<file path="config.mk">
export PLATFORM = sky130hd
export DESIGN_NAME = interval_timer_counter_unit_flat
export DESIGN_NICKNAME = d
export VERILOG_FILES = /design/src/rtl/itc_pkg.sv /design/src/rtl/itc_if.sv /design/src/rtl/itc_in_stage.sv /design/src/rtl/itc_core.sv /design/src/rtl/itc_out_stage.sv /design/src/rtl/interval_timer_counter_unit.sv /design/src/flat_wrapper.sv
export VERILOG_INCLUDE_DIRS = /design/src /design/src/rtl
export SDC_FILE = /design/constraint.sdc
export NUM_CORES = 1
export LEC_CHECK = 0
export ABC_AREA = 1
export BUFFER_PORTS_ARGS = -buffer_cell sky130_fd_sc_hd__buf_2
export CAP_MARGIN = 20
export CORE_MARGIN = 2
export CORE_UTILIZATION = 60
export DETAILED_ROUTE_END_ITERATION = 12
export PLACE_DENSITY = 0.78
export SLEW_MARGIN = 15
export SYNTH_ARGS = -nofsm -noshare
export SYNTH_HDL_FRONTEND = slang
export SYNTH_HIERARCHICAL = 1
export SYNTH_SLANG_ARGS = --single-unit
</file>
<file path="constraint.sdc">
create_clock -name i_clk -period 2.4 [get_ports i_clk]
set_input_delay 0.36 -clock i_clk [delete_from_list [all_inputs] [get_ports i_clk]]
set_output_delay 0.36 -clock i_clk [all_outputs]
set_load 0.02 [all_outputs]
</file>
<file path="src/rtl/assert_macros.svh">
// Assertion macros used by the timer top level.
// Depends on nothing; included by files that carry concurrent checks.
`ifndef ASSERT_MACROS_SVH
`define ASSERT_MACROS_SVH

// Check a property on every rising clock edge outside of reset.
`define ITC_ASSERT_RST(lbl, clk, rst_n, prop, msg) \
    lbl: assert property (@(posedge clk) disable iff (!(rst_n)) (prop)) else $error(msg);

// Check a property on every rising clock edge, reset included.
`define ITC_ASSERT_ALWAYS(lbl, clk, prop, msg) \
    lbl: assert property (@(posedge clk) (prop)) else $error(msg);

`endif

</file>
<file path="src/rtl/itc_pkg.sv">
// Package for the interval timer counter: item types and code constants.
// Depends on nothing; used by all timer modules and the verification files.
package itc_pkg;

    // Item actions
    localparam logic [1:0] ACT_TICK  = 2'd0;
    localparam logic [1:0] ACT_WRITE = 2'd1;
    localparam logic [1:0] ACT_READ  = 2'd2;

    // Bus port select
    localparam logic PORT_DATA = 1'b0;
    localparam logic PORT_CTRL = 1'b1;

    // Control word fields
    localparam logic [1:0] SEL_CNT0      = 2'b00;
    localparam logic [1:0] RW_LATCH      = 2'b00;
    localparam logic [2:0] MODE_RATE     = 3'd2;
    localparam logic [2:0] MODE_RATE_ALT = 3'd6;

    typedef struct packed {
        logic [1:0] action;
        logic       port_select;
        logic [7:0] write_data;
    } t_item;

    typedef struct packed {
        logic [7:0] read_data;
        logic       out_level;
        logic       out_rose;
    } t_result;

endpackage

</file>
<file path="src/rtl/itc_if.sv">
// Valid/ready channel interfaces for timer items and results.
// Depends on nothing; widths follow the timer item fields.
interface itc_in_if;
    logic       valid;
    logic       ready;
    logic [1:0] action;
    logic       port_select;
    logic [7:0] write_data;

    modport source (output valid, output action, output port_select,
                    output write_data, input ready);
    modport sink   (input valid, input action, input port_select,
                    input write_data, output ready);
endinterface

interface itc_out_if;
    logic       valid;
    logic       ready;
    logic [7:0] read_data;
    logic       out_level;
    logic       out_rose;

    modport source (output valid, output read_data, output out_level,
                    output out_rose, input ready);
    modport sink   (input valid, input read_data, input out_level,
                    input out_rose, output ready);
endinterface

</file>
<file path="src/rtl/itc_in_stage.sv">
// Input register of the timer: captures one item per transfer.
// Depends on itc_pkg and itc_in_if.
module itc_in_stage (
    input  logic           i_clk,
    input  logic           i_rst_n,
    itc_in_if.sink         i_in,
    input  logic           i_adv,
    output logic           o_valid,
    output itc_pkg::t_item o_item
);

    logic           r_valid;
    itc_pkg::t_item r_item;
    logic           w_accept;

    // Free when empty or when the held item moves on this cycle
    assign i_in.ready = !r_valid || i_adv;
    assign w_accept   = i_in.valid && i_in.ready;

    always_ff @(posedge i_clk) begin
        if (!i_rst_n) begin
            r_valid <= 1'b0;
        end else if (!r_valid || i_adv) begin
            r_valid <= w_accept;
        end
    end

    // Payload capture, no reset needed
    always_ff @(posedge i_clk) begin
        if (w_accept) begin
            r_item.action      <= i_in.action;
            r_item.port_select <= i_in.port_select;
            r_item.write_data  <= i_in.write_data;
        end
    end

    assign o_valid = r_valid;
    assign o_item  = r_item;

endmodule

</file>
<file path="src/rtl/itc_core.sv">
// Counter 0 state and its single-pass next-state logic.
// Depends on itc_pkg.
module itc_core (
    input  logic             i_clk,
    input  logic             i_rst_n,
    input  logic             i_en,
    input  itc_pkg::t_item   i_item,
    output itc_pkg::t_result o_result
);

    logic [15:0] r_count, n_count;
    logic [15:0] r_reload, n_reload;
    logic [15:0] r_latch, n_latch;
    logic        r_latch_full, n_latch_full;
    logic        r_write_high, n_write_high;
    logic        r_read_high, n_read_high;
    logic        r_periodic, n_periodic;
    logic        r_load_pend, n_load_pend;
    logic        r_running, n_running;
    logic        r_line, n_line;

    logic [15:0] w_dec;
    logic [15:0] w_rd_src;
    logic [7:0]  w_rd;
    logic [1:0]  w_sel;
    logic [1:0]  w_rw;
    logic [2:0]  w_mode;
    logic        w_mode_per;

    assign w_dec      = r_count - 16'd1;
    assign w_rd_src   = r_latch_full ? r_latch : r_count;
    assign w_sel      = i_item.write_data[7:6];
    assign w_rw       = i_item.write_data[5:4];
    assign w_mode     = i_item.write_data[3:1];
    assign w_mode_per = (w_mode inside {itc_pkg::MODE_RATE, itc_pkg::MODE_RATE_ALT});

    // Next state for one item
    always_comb begin
        n_count      = r_count;
        n_reload     = r_reload;
        n_latch      = r_latch;
        n_latch_full = r_latch_full;
        n_write_high = r_write_high;
        n_read_high  = r_read_high;
        n_periodic   = r_periodic;
        n_load_pend  = r_load_pend;
        n_running    = r_running;
        n_line       = r_line;
        w_rd         = 8'd0;
        case (i_item.action)
            itc_pkg::ACT_TICK: begin
                if (r_load_pend) begin
                    n_count     = r_reload;
                    n_load_pend = 1'b0;
                    n_running   = 1'b1;
                end else if (r_running) begin
                    n_count = w_dec;
                    if (r_periodic) begin
                        // reload at terminal count, low pulse on count of one
                        if (w_dec == 16'd0) begin
                            n_count = r_reload;
                            n_line  = 1'b1;
                        end else if (w_dec == 16'd1) begin
                            n_line = 1'b0;
                        end
                    end else if (w_dec == 16'd0) begin
                        n_line = 1'b1;
                    end
                end
            end
            itc_pkg::ACT_WRITE: begin
                if (i_item.port_select == itc_pkg::PORT_CTRL) begin
                    if (w_sel == itc_pkg::SEL_CNT0) begin
                        if (w_rw == itc_pkg::RW_LATCH) begin
                            // keep the first latched value
                            if (!r_latch_full) begin
                                n_latch      = r_count;
                                n_latch_full = 1'b1;
                            end
                        end else begin
                            n_periodic   = w_mode_per;
                            n_running    = 1'b0;
                            n_load_pend  = 1'b0;
                            n_write_high = 1'b0;
                            n_read_high  = 1'b0;
                            n_latch_full = 1'b0;
                            n_line       = w_mode_per;
                        end
                    end
                end else if (!r_write_high) begin
                    n_reload     = {r_reload[15:8], i_item.write_data};
                    n_write_high = 1'b1;
                    if (!r_periodic) begin
                        n_running = 1'b0;
                        n_line    = 1'b0;
                    end
                end else begin
                    n_reload     = {i_item.write_data, r_reload[7:0]};
                    n_write_high = 1'b0;
                    n_load_pend  = 1'b1;
                end
            end
            itc_pkg::ACT_READ: begin
                if (i_item.port_select == itc_pkg::PORT_DATA) begin
                    if (r_read_high) begin
                        w_rd         = w_rd_src[15:8];
                        n_latch_full = 1'b0;
                    end else begin
                        w_rd = w_rd_src[7:0];
                    end
                    n_read_high = !r_read_high;
                end
            end
            default: begin
            end
        endcase
    end

    always_ff @(posedge i_clk) begin
        if (!i_rst_n) begin
            r_count      <= 16'd0;
            r_reload     <= 16'd0;
            r_latch      <= 16'd0;
            r_latch_full <= 1'b0;
            r_write_high <= 1'b0;
            r_read_high  <= 1'b0;
            r_periodic   <= 1'b0;
            r_load_pend  <= 1'b0;
            r_running    <= 1'b0;
            r_line       <= 1'b0;
        end else if (i_en) begin
            r_count      <= n_count;
            r_reload     <= n_reload;
            r_latch      <= n_latch;
            r_latch_full <= n_latch_full;
            r_write_high <= n_write_high;
            r_read_high  <= n_read_high;
            r_periodic   <= n_periodic;
            r_load_pend  <= n_load_pend;
            r_running    <= n_running;
            r_line       <= n_line;
        end
    end

    // Rise is reported only for ticks; a mode set that raises the line is not an interrupt
    assign o_result.read_data = w_rd;
    assign o_result.out_level = n_line;
    assign o_result.out_rose  = (i_item.action == itc_pkg::ACT_TICK) && n_line && !r_line;

endmodule

</file>
<file path="src/rtl/itc_out_stage.sv">
// Result register of the timer, driving the output channel.
// Depends on itc_pkg and itc_out_if.
module itc_out_stage (
    input  logic             i_clk,
    input  logic             i_rst_n,
    input  logic             i_valid,
    input  itc_pkg::t_result i_result,
    output logic             o_can_take,
    itc_out_if.source        o_out
);

    logic             r_valid;
    itc_pkg::t_result r_result;

    // Room when empty or when the held result transfers now
    assign o_can_take = !r_valid || o_out.ready;

    always_ff @(posedge i_clk) begin
        if (!i_rst_n) begin
            r_valid <= 1'b0;
        end else if (o_can_take) begin
            r_valid <= i_valid;
        end
    end

    always_ff @(posedge i_clk) begin
        if (o_can_take && i_valid) begin
            r_result <= i_result;
        end
    end

    assign o_out.valid     = r_valid;
    assign o_out.read_data = r_result.read_data;
    assign o_out.out_level = r_result.out_level;
    assign o_out.out_rose  = r_result.out_rose;

endmodule

</file>
<file path="src/rtl/interval_timer_counter_unit.sv">
// Top level of the 8254-style counter 0: input register, core, result register.
// Depends on itc_pkg, itc_if, itc_in_stage, itc_core, itc_out_stage, assert_macros.svh.
//
// Usage:
//   i_in carries one item per transfer: a timer tick, a bus write or a bus
//   read (action, port_select, write_data). o_out returns exactly one result
//   per item in order: read_data, out_level and out_rose.
//   Path: an item waits in the input register, passes the core combinationally
//   and is captured in the result register, which holds it until it transfers out.
//   Throughput: one item per cycle while o_out.ready is high; the count, reload
//   and byte-order state updates in the single pass between the two registers,
//   so the next item sees it without a bubble.
//   Reset (i_rst_n low, synchronous): all counter state clears to zero, the
//   output line is low and both registers are empty.
//   Receiver stall: the result register holds its result while o_out.ready is
//   low; the input register still takes one more item, then i_in.ready drops
//   until the result transfers.
`include "assert_macros.svh"

module interval_timer_counter_unit (
    input  logic      i_clk,
    input  logic      i_rst_n,
    itc_in_if.sink    i_in,
    itc_out_if.source o_out
);

    logic             w_in_valid;
    itc_pkg::t_item   w_item;
    logic             w_adv;
    logic             w_core_en;
    itc_pkg::t_result w_result;

    itc_in_stage u_in (
        .i_clk   (i_clk),
        .i_rst_n (i_rst_n),
        .i_in    (i_in),
        .i_adv   (w_adv),
        .o_valid (w_in_valid),
        .o_item  (w_item)
    );

    // State moves only when the held item goes into the result register
    assign w_core_en = w_in_valid && w_adv;

    itc_core u_core (
        .i_clk    (i_clk),
        .i_rst_n  (i_rst_n),
        .i_en     (w_core_en),
        .i_item   (w_item),
        .o_result (w_result)
    );

    itc_out_stage u_out (
        .i_clk      (i_clk),
        .i_rst_n    (i_rst_n),
        .i_valid    (w_in_valid),
        .i_result   (w_result),
        .o_can_take (w_adv),
        .o_out      (o_out)
    );

    // Checks
    `ITC_ASSERT_RST(a_no_take_when_full, i_clk, i_rst_n, (w_in_valid && o_out.valid && !o_out.ready) |-> !i_in.ready, "input taken while both stages are full")
    `ITC_ASSERT_RST(a_rd_only_on_read, i_clk, i_rst_n, (w_core_en && (w_item.action != itc_pkg::ACT_READ)) |-> (w_result.read_data == 8'd0), "read data nonzero on a non-read item")
    `ITC_ASSERT_RST(a_rose_only_on_tick, i_clk, i_rst_n, (w_core_en && w_result.out_rose) |-> (w_item.action == itc_pkg::ACT_TICK), "output rose outside a tick")
    `ITC_ASSERT_ALWAYS(a_rose_sets_level, i_clk, (o_out.valid && o_out.out_rose) |-> o_out.out_level, "rise flagged with line low")

endmodule

</file>
<file path="src/flat_wrapper.sv">
// flat-port wrapper written by rule: the top's interface ports become plain ports
module interval_timer_counter_unit_flat 
  (i_clk, i_rst_n, i_in_valid, i_in_action, i_in_port_select, i_in_write_data, i_in_ready, o_out_valid, o_out_read_data, o_out_out_level, o_out_out_rose, o_out_ready);
  itc_in_if i_in_i ();
  itc_out_if o_out_i ();
  input  logic i_clk;
  input  logic i_rst_n;
  input wire logic [$bits(i_in_i.valid)-1:0] i_in_valid;
  input wire logic [$bits(i_in_i.action)-1:0] i_in_action;
  input wire logic [$bits(i_in_i.port_select)-1:0] i_in_port_select;
  input wire logic [$bits(i_in_i.write_data)-1:0] i_in_write_data;
  output wire logic [$bits(i_in_i.ready)-1:0] i_in_ready;
  output wire logic [$bits(o_out_i.valid)-1:0] o_out_valid;
  output wire logic [$bits(o_out_i.read_data)-1:0] o_out_read_data;
  output wire logic [$bits(o_out_i.out_level)-1:0] o_out_out_level;
  output wire logic [$bits(o_out_i.out_rose)-1:0] o_out_out_rose;
  input wire logic [$bits(o_out_i.ready)-1:0] o_out_ready;
  assign i_in_i.valid = i_in_valid;
  assign i_in_i.action = i_in_action;
  assign i_in_i.port_select = i_in_port_select;
  assign i_in_i.write_data = i_in_write_data;
  assign i_in_ready = i_in_i.ready;
  assign o_out_valid = o_out_i.valid;
  assign o_out_read_data = o_out_i.read_data;
  assign o_out_out_level = o_out_i.out_level;
  assign o_out_out_rose = o_out_i.out_rose;
  assign o_out_i.ready = o_out_ready;
  interval_timer_counter_unit u_core (.i_clk(i_clk), .i_rst_n(i_rst_n), .i_in(i_in_i), .o_out(o_out_i));
endmodule
</file>
Word level (Yosys, flattened, before mapping)

Index checks and enable logic that the tools add are counted.

Flip-flop bits (word level): 78
Bits of input ports: 15
Output and inout bits: 12
Word-level logic and storage cells: 110

$add $sub $neg: 1
Equal/unequal tests: 18
Mux-type cells: 39
Bitwise gates (word level): 4
Reductions and logical operators: 29

Operators by type and width:

| kind                                                  | count |
|---|---|
| two-way mux 16 bit                                    | 5 |
| two-way mux 1 bit                                     | 28 |
| equality test 16 x 1 -> 1 bit (second input constant) | 1 |
| logical NOT 16 bit                                    | 1 |
| subtractor 16 x 1 -> 16 bit (second input constant)   | 1 |
| AND reduction 5 bit                                   | 3 |
| != test 2 bit (second input constant)                 | 7 |
| AND reduction 4 bit                                   | 3 |
| AND reduction 6 bit                                   | 2 |
| one-hot mux 1 bit (2 select lines)                    | 5 |
| != test 3 x 2 -> 1 bit (second input constant)        | 3 |
| two-way mux 8 bit                                     | 1 |
| nonzero test 2 bit                                    | 4 |
| AND reduction 7 bit                                   | 1 |
| logical NOT 2 bit                                     | 3 |
| != test 3 bit (second input constant)                 | 2 |
| logical AND 1 bit                                     | 4 |
| logical NOT 1 bit                                     | 4 |
| inverter 1 bit                                        | 4 |
| equality test 3 x 2 -> 1 bit (second input constant)  | 1 |
| equality test 3 bit (second input constant)           | 1 |
| AND reduction 3 bit                                   | 1 |
| equality test 2 x 1 -> 1 bit (second input constant)  | 1 |
| equality test 2 bit (second input constant)           | 1 |
| other kinds (3)                                       | 4 |

Logic depth before layout (Yosys ltp)

Depth in word-level cells: 10
Mapped depth: 17

Hierarchy

The synthesis kept the hierarchy.

By module, submodules not included:

| module                      | times used | cells an instance | area an instance (µm²) | sequential area each (µm²) |
|---|---|---|---|---|
| itc_core                    | 1          | 511               | 3278.1                 | 1101.1 |
| itc_in_stage                | 1          | 18                | 381.6                  | 350.3 |
| itc_out_stage               | 1          | 17                | 351.6                  | 320.3 |
| interval_timer_counter_unit | 1          | 2                 | 7.5                    | 0.0 |

Worst setup path after synthesis

Ideal clock, no wire load.

Kind: reg2reg
Start point: register u_core.u_out.r_valid (netlist: u_core/u_out/o_out.valid)
End point: register u_core.u_core.r_count[5]
Library setup time: 0.131 ns
Data arrival time: 1.863 ns
Slack: 0.407 ns
Stages on the path, launching flop included: 10
Path buffers: 1
Cells stage by stage: dfxtp_1 -> nand2_2 -> nand2_1 -> inv_1 -> inv_1 -> nor4_2 -> inv_1 -> clkbuf_1 -> nand2_1 -> a21oi_2

Word-level cells in the longest chain between the ends: 4

Ends and longest elaborated chain:

| what                                 | line                              | RTL |
|---|---|---|
| start, declared                      | itc_out_stage.sv:12               | `logic r_valid;` |
| start signal, assigned               | itc_out_stage.sv:22               | `r_valid <= i_valid;` |
| logical NOT 1 bit                    | itc_out_stage.sv:16               | `assign o_can_take = !r_valid \|\| o_out.ready;` |
| logical OR 1 bit                     | itc_out_stage.sv:16               |  |
| named net u_core.w_adv               | interval_timer_counter_unit.sv:29 | `logic w_adv;` |
| logical AND 1 bit                    | interval_timer_counter_unit.sv:43 | `assign w_core_en = w_in_valid && w_adv;` |
| named net u_core.w_core_en           | interval_timer_counter_unit.sv:30 | `logic w_core_en;` |
| AND reduction 3 bit (no source line) | n/a                               |  |
| end signal, assigned                 | itc_core.sv:132                   | `r_count <= n_count;` |
| end, declared                        | itc_core.sv:11                    | `logic [15:0] r_count, n_count;` |

The timed path passes the listed nets, and every way through them passes these cells.
A chain may end at the register's enable or synchronous reset.

Worst setup path in the final report

Start point: register u_core.u_core.r_count[0]
End point: register u_core.u_core.r_count[5]

Word-level cells in the longest chain between the ends: 6

Ends and longest elaborated chain:

| what                            | line           | RTL |
|---|---|---|
| subtractor 16 x 1 -> 16 bit (*) | itc_core.sv:30 | `assign w_dec = r_count - 16'd1;` |
| logical NOT 16 bit              | itc_core.sv:60 | `if (w_dec == 16'd0) begin` |
| two-way mux 16 bit              | itc_core.sv:60 |  |
| two-way mux 16 bit (*)          | itc_core.sv:58 | `if (r_periodic) begin` |
| two-way mux 16 bit (*)          | itc_core.sv:56 | `end else if (r_running) begin` |
| two-way mux 16 bit (*)          | itc_core.sv:52 | `if (r_load_pend) begin` |

Mark *: on every way between the ends. The rest lies on a longest branch, timed or not. The select of a mux whose other input is x is not followed.

==> impl_results.md <==
* Clock Root Buffer: clkbuf_8
* Largest fanout of any net on the critical path at 14
* Hold bufs inserted after CTS at 0
* Ys Warns at 6
* Share of the yosys chip area belonging to registers at approximately 44%
* Pin count of the biggest net entering global routing at 34
* Number of ports placed on the die boundary at 27
* Clock Path Buffers at 2
* Highest Clock Rate at roughly 460 MHz
* Ant diodes at 0
* Growth of design area from synthesis to finish at 10.46%
* DRC marker count from the first detailed-route iteration at 283
* Fin. max-slew vios at 0
* Clock network power share at 39.4%
* Area fraction in compound gates after synthesis at 14.82%
* Internal Power at slightly below 2 mW
* Status: finished clean
* Post-synthesis xor/xnor area fraction at 0.8406%
* Min-Delay Path Class: primary input to flip-flop
* Total met3 wirelength after detailed routing at 475 um
* Leakage power at approximately 1.8 nW
* Initial core utilization at between 60% and 70%
* Leading cell types by total area after synthesis: dfxtp_1 (28%), edfxtp_1 (16%), nand2_1 (12%), a21oi_1 (7.6%), inv_1 (6.2%)
* Global-route wire length before repair at 15100 um
* Top sig layer: met4
* Fin crit share at 90.81%
* Instance count along the most critical hold path at 1
* Worst slew pin tran at about 0.51 ns
* Fraction of the mapped netlist area in adder cells at 0.9340%
* Max Cap Violations at 0
* Final weighted congestion in routability-driven placement at approximately 0.96
* Total non-filler cell area in the finished layout at 4439 sq um
* Clock tree from TritonCTS: built
* Endpoint class of the critical path: flip-flop
* Net load switching power at ~0.66 mW
* Routed WL at 8847 um
* Filler cell count in the final layout at 542
* Beginning of the critical path: u_core/u_core/r_count[0]
* Count of nets left with antenna violations after detail routing at 0
* Final setup skew at 0.007340 ns
* WL/cell at ~13 um
* Number of distinct library cells after synthesis at 37
* Final hold slack at around 0.17 ns
* Final worst path period need at 2.179 ns
* Critical path class: flip-flop to flip-flop
* Synthesized flop and latch total at 78
* Detailed-router iteration count before antenna repair at 5
* Avg Vias per Cell at 5.440
* Cell type with the highest aggregate area in the netlist: dfxtp_1
* Share of synthesized flip-flops with an asynchronous set or reset at 0%
* Number of global-route vias before repair at around 3300
* Final net count at 595
* Post-synth EDFFs at 21
* Average cell area after synthesis at between 7 and 8 sq um
* Net switching share of the total power at 25.57%
* Clock slew at the register clock pins of the worst setup and hold paths at 0.09 ns
* Global routing usage summed across all routing layers at 25.97%
* Share of cell area taken by muxes after synthesis at 0%
* Worst R2R Start: u_core/u_core/r_count[0]
* Leading cell type by number of instances after synthesis: nand2_1
* Count of input and output buffers at 26
* Leading post-synthesis cells by instance count: nand2_1 (127), inv_1 (66), a21oi_1 (61)
* Chip width at 85.84 um
* Footprint of the multi-input gates at 1869 sq um
* Post-CTS setup repair buffer count at 0
* CP Launch Type: flip-flop
* Synthesized cell area at approximately 4000 sq um
* R2r worst-path depth at 15
* Unrepaired setup endpoints after global routing: no
* Deepest level of the CTS H-tree at 3
* Number of placed cells counting well taps at 643
* Vert. Die Dim at 85.84 um
* Combinational group share of total power at 6.7%
* Power density over the cells at just under 600 nW/um^2
* Cells after Synth at 548
* Routed metal-1 wire length at 3906 um
* Headroom to the max-slew limit at roughly 66%
* Later-pin clock latency in the skew report at 0.36 ns
* Remaining Overflow, GRT at 0
* Via count at approximately 3600
* Number of CTS-inserted buffers at 9
* Post-synth net total at 566
* Combined flip-flop and latch cell area at 1772 sq um
* Number of rows in the core area at 29
* Count of unresolved DRC violations after routing at 0
* Worst Min Path Start: i_in_write_data[5]
* Number of failing hold endpoints at the final stage at 0
* CTS sink cnt at 78
* Max rail drop VDD at roughly 470 uV
* Share of cells above drive strength 1 at 17.18%
* Worst path required time at 2.70 ns
* Final setup fails at 0
* Number of antenna violations at the first check in global routing at 0
* Main combinational cell family by area after synthesis: simple AND/OR/NAND/NOR gates
* Basic-gate share of the synthesized area counting and, or, nand and nor cells at 29.67%
* Summed negative setup slack over all endpoints at 0 ns
* Detailed-placement wirelength estimate at around 6400 um
* Die ar. at 7369 sq um
* Most used DFF post-synth: dfxtp_1
* Placeable core region at 6422 sq um
* Arrival time reported for the critical path endpoint at approximately 2.5 ns
* Finished Layout Cells at 659
* Utilization after layout at approximately 70%
* Yosys top cell area share at 28.39%
* Detailed-routed wire length on met2 at 4235 um
* Sequential share of power at 53.8%
* Cell area after placement at 4225 sq um
state kept, by name, indices dropped and copies added, names as in the netlist, 8 cells and up:
register,cells
u_core/u_in/o_item,11
u_core/u_core/r_latch,16
u_core/u_core/r_count,16
u_core/u_core/r_reload,16
u_core/u_out/o_out.read_data,8
per-stage QoR:
stage / power [mW] / worst slack [ns]
floorplan: 1.548 / 0.4067
global placement: 1.595 / 0.2672
detailed placement: 1.599 / 0.1649
CTS: 2.612 / 0.1584
global route: 2.696 / 0.008172
finish: 2.593 / 0.2206
cells in the final DEF, fill, tap and decap left out, drive strengths merged:
master and instances:
nand2 136, inv 76, nor2 68, a21oi 64, dfxtp 57, o21ai 46, nand3 44, buf 37
edfxtp 21, clkbuf 9, clkinv 5, xor2 3, ha 3, nor4 3, nor3 2, clkinvlp 1
bufinv 1, and2 1, nand4 1, a21o 1, o211a 1, o221ai 1, a211oi 1
logic make-up after synthesis:
| logic type | count (synthesis) |
|---|---|
| flip-flops | 78 |
| AO/OA/AOI/OAI | 114 |
| adder cells (fa/ha/maj) | 3 |
| XOR/XNOR | 3 |
| AND/OR/NAND/NOR | 255 |
| buffers and inverters | 95 |
final timing paths:
kind / slack [ns] / to
max: 0.22 / u_core/u_core/r_count[5]
min: 0.17 / u_core/u_in/o_item[5]
max reg2reg: 0.22 / u_core/u_core/r_count[5]
min reg2reg: 0.46 / u_core/u_core/r_reload[15]
critical path, cell delays in order, from the launching register on:
cell     delay [ns]
dfxtp_1        0.34
inv_2          0.11
ha_2           0.22
inv_1          0.08
nor2_4         0.17
nand2_1        0.08
nand2_1        0.06
nand2_1        0.06
nor2_1         0.13
nand2_1        0.10
nor2_4         0.14
nand3_4        0.10
buf_4          0.22
nand3_1        0.12
nand3_2        0.09
a21oi_2        0.11
per-layer routing:
metal | vias up | global-route usage (%)
met2 | 108 | 41.69
met4 | 0 | 9.524
met5 | - | 0
met1 | 1639 | 34.22
li1 | 1816 | -
met3 | 22 | 6.352
final cells by class:
class	count	share of cell area, %
Multi-Input combinational cell	375	42.11
Clock inverter	7	1.804
Clock buffer	9	2.790
Tap cell	77	2.170
Sequential cell	78	39.91
Inverter	76	6.426
Timing Repair Buffer	37	4.791
power by group through the flow:
stage	Combinational (mW)	Clock [mW]	Sequential, mW
2_1_floorplan	0.116	0	1.43
3_3_place_gp	0.169	0	1.43
3_5_place_dp	0.172	0	1.43
4_1_cts	0.173	1.04	1.40
5_1_grt	0.195	1.10	1.40
6_report	0.174	1.02	1.40
what timing repair did:
item | 4_1_cts | 5_1_grt
endpoints found under the hold margin | 0 | 0
endpoints found under the setup margin | 0 | 12
resized for setup | 0 | 3
No activity file was read; power rests on OpenSTA's default activity.
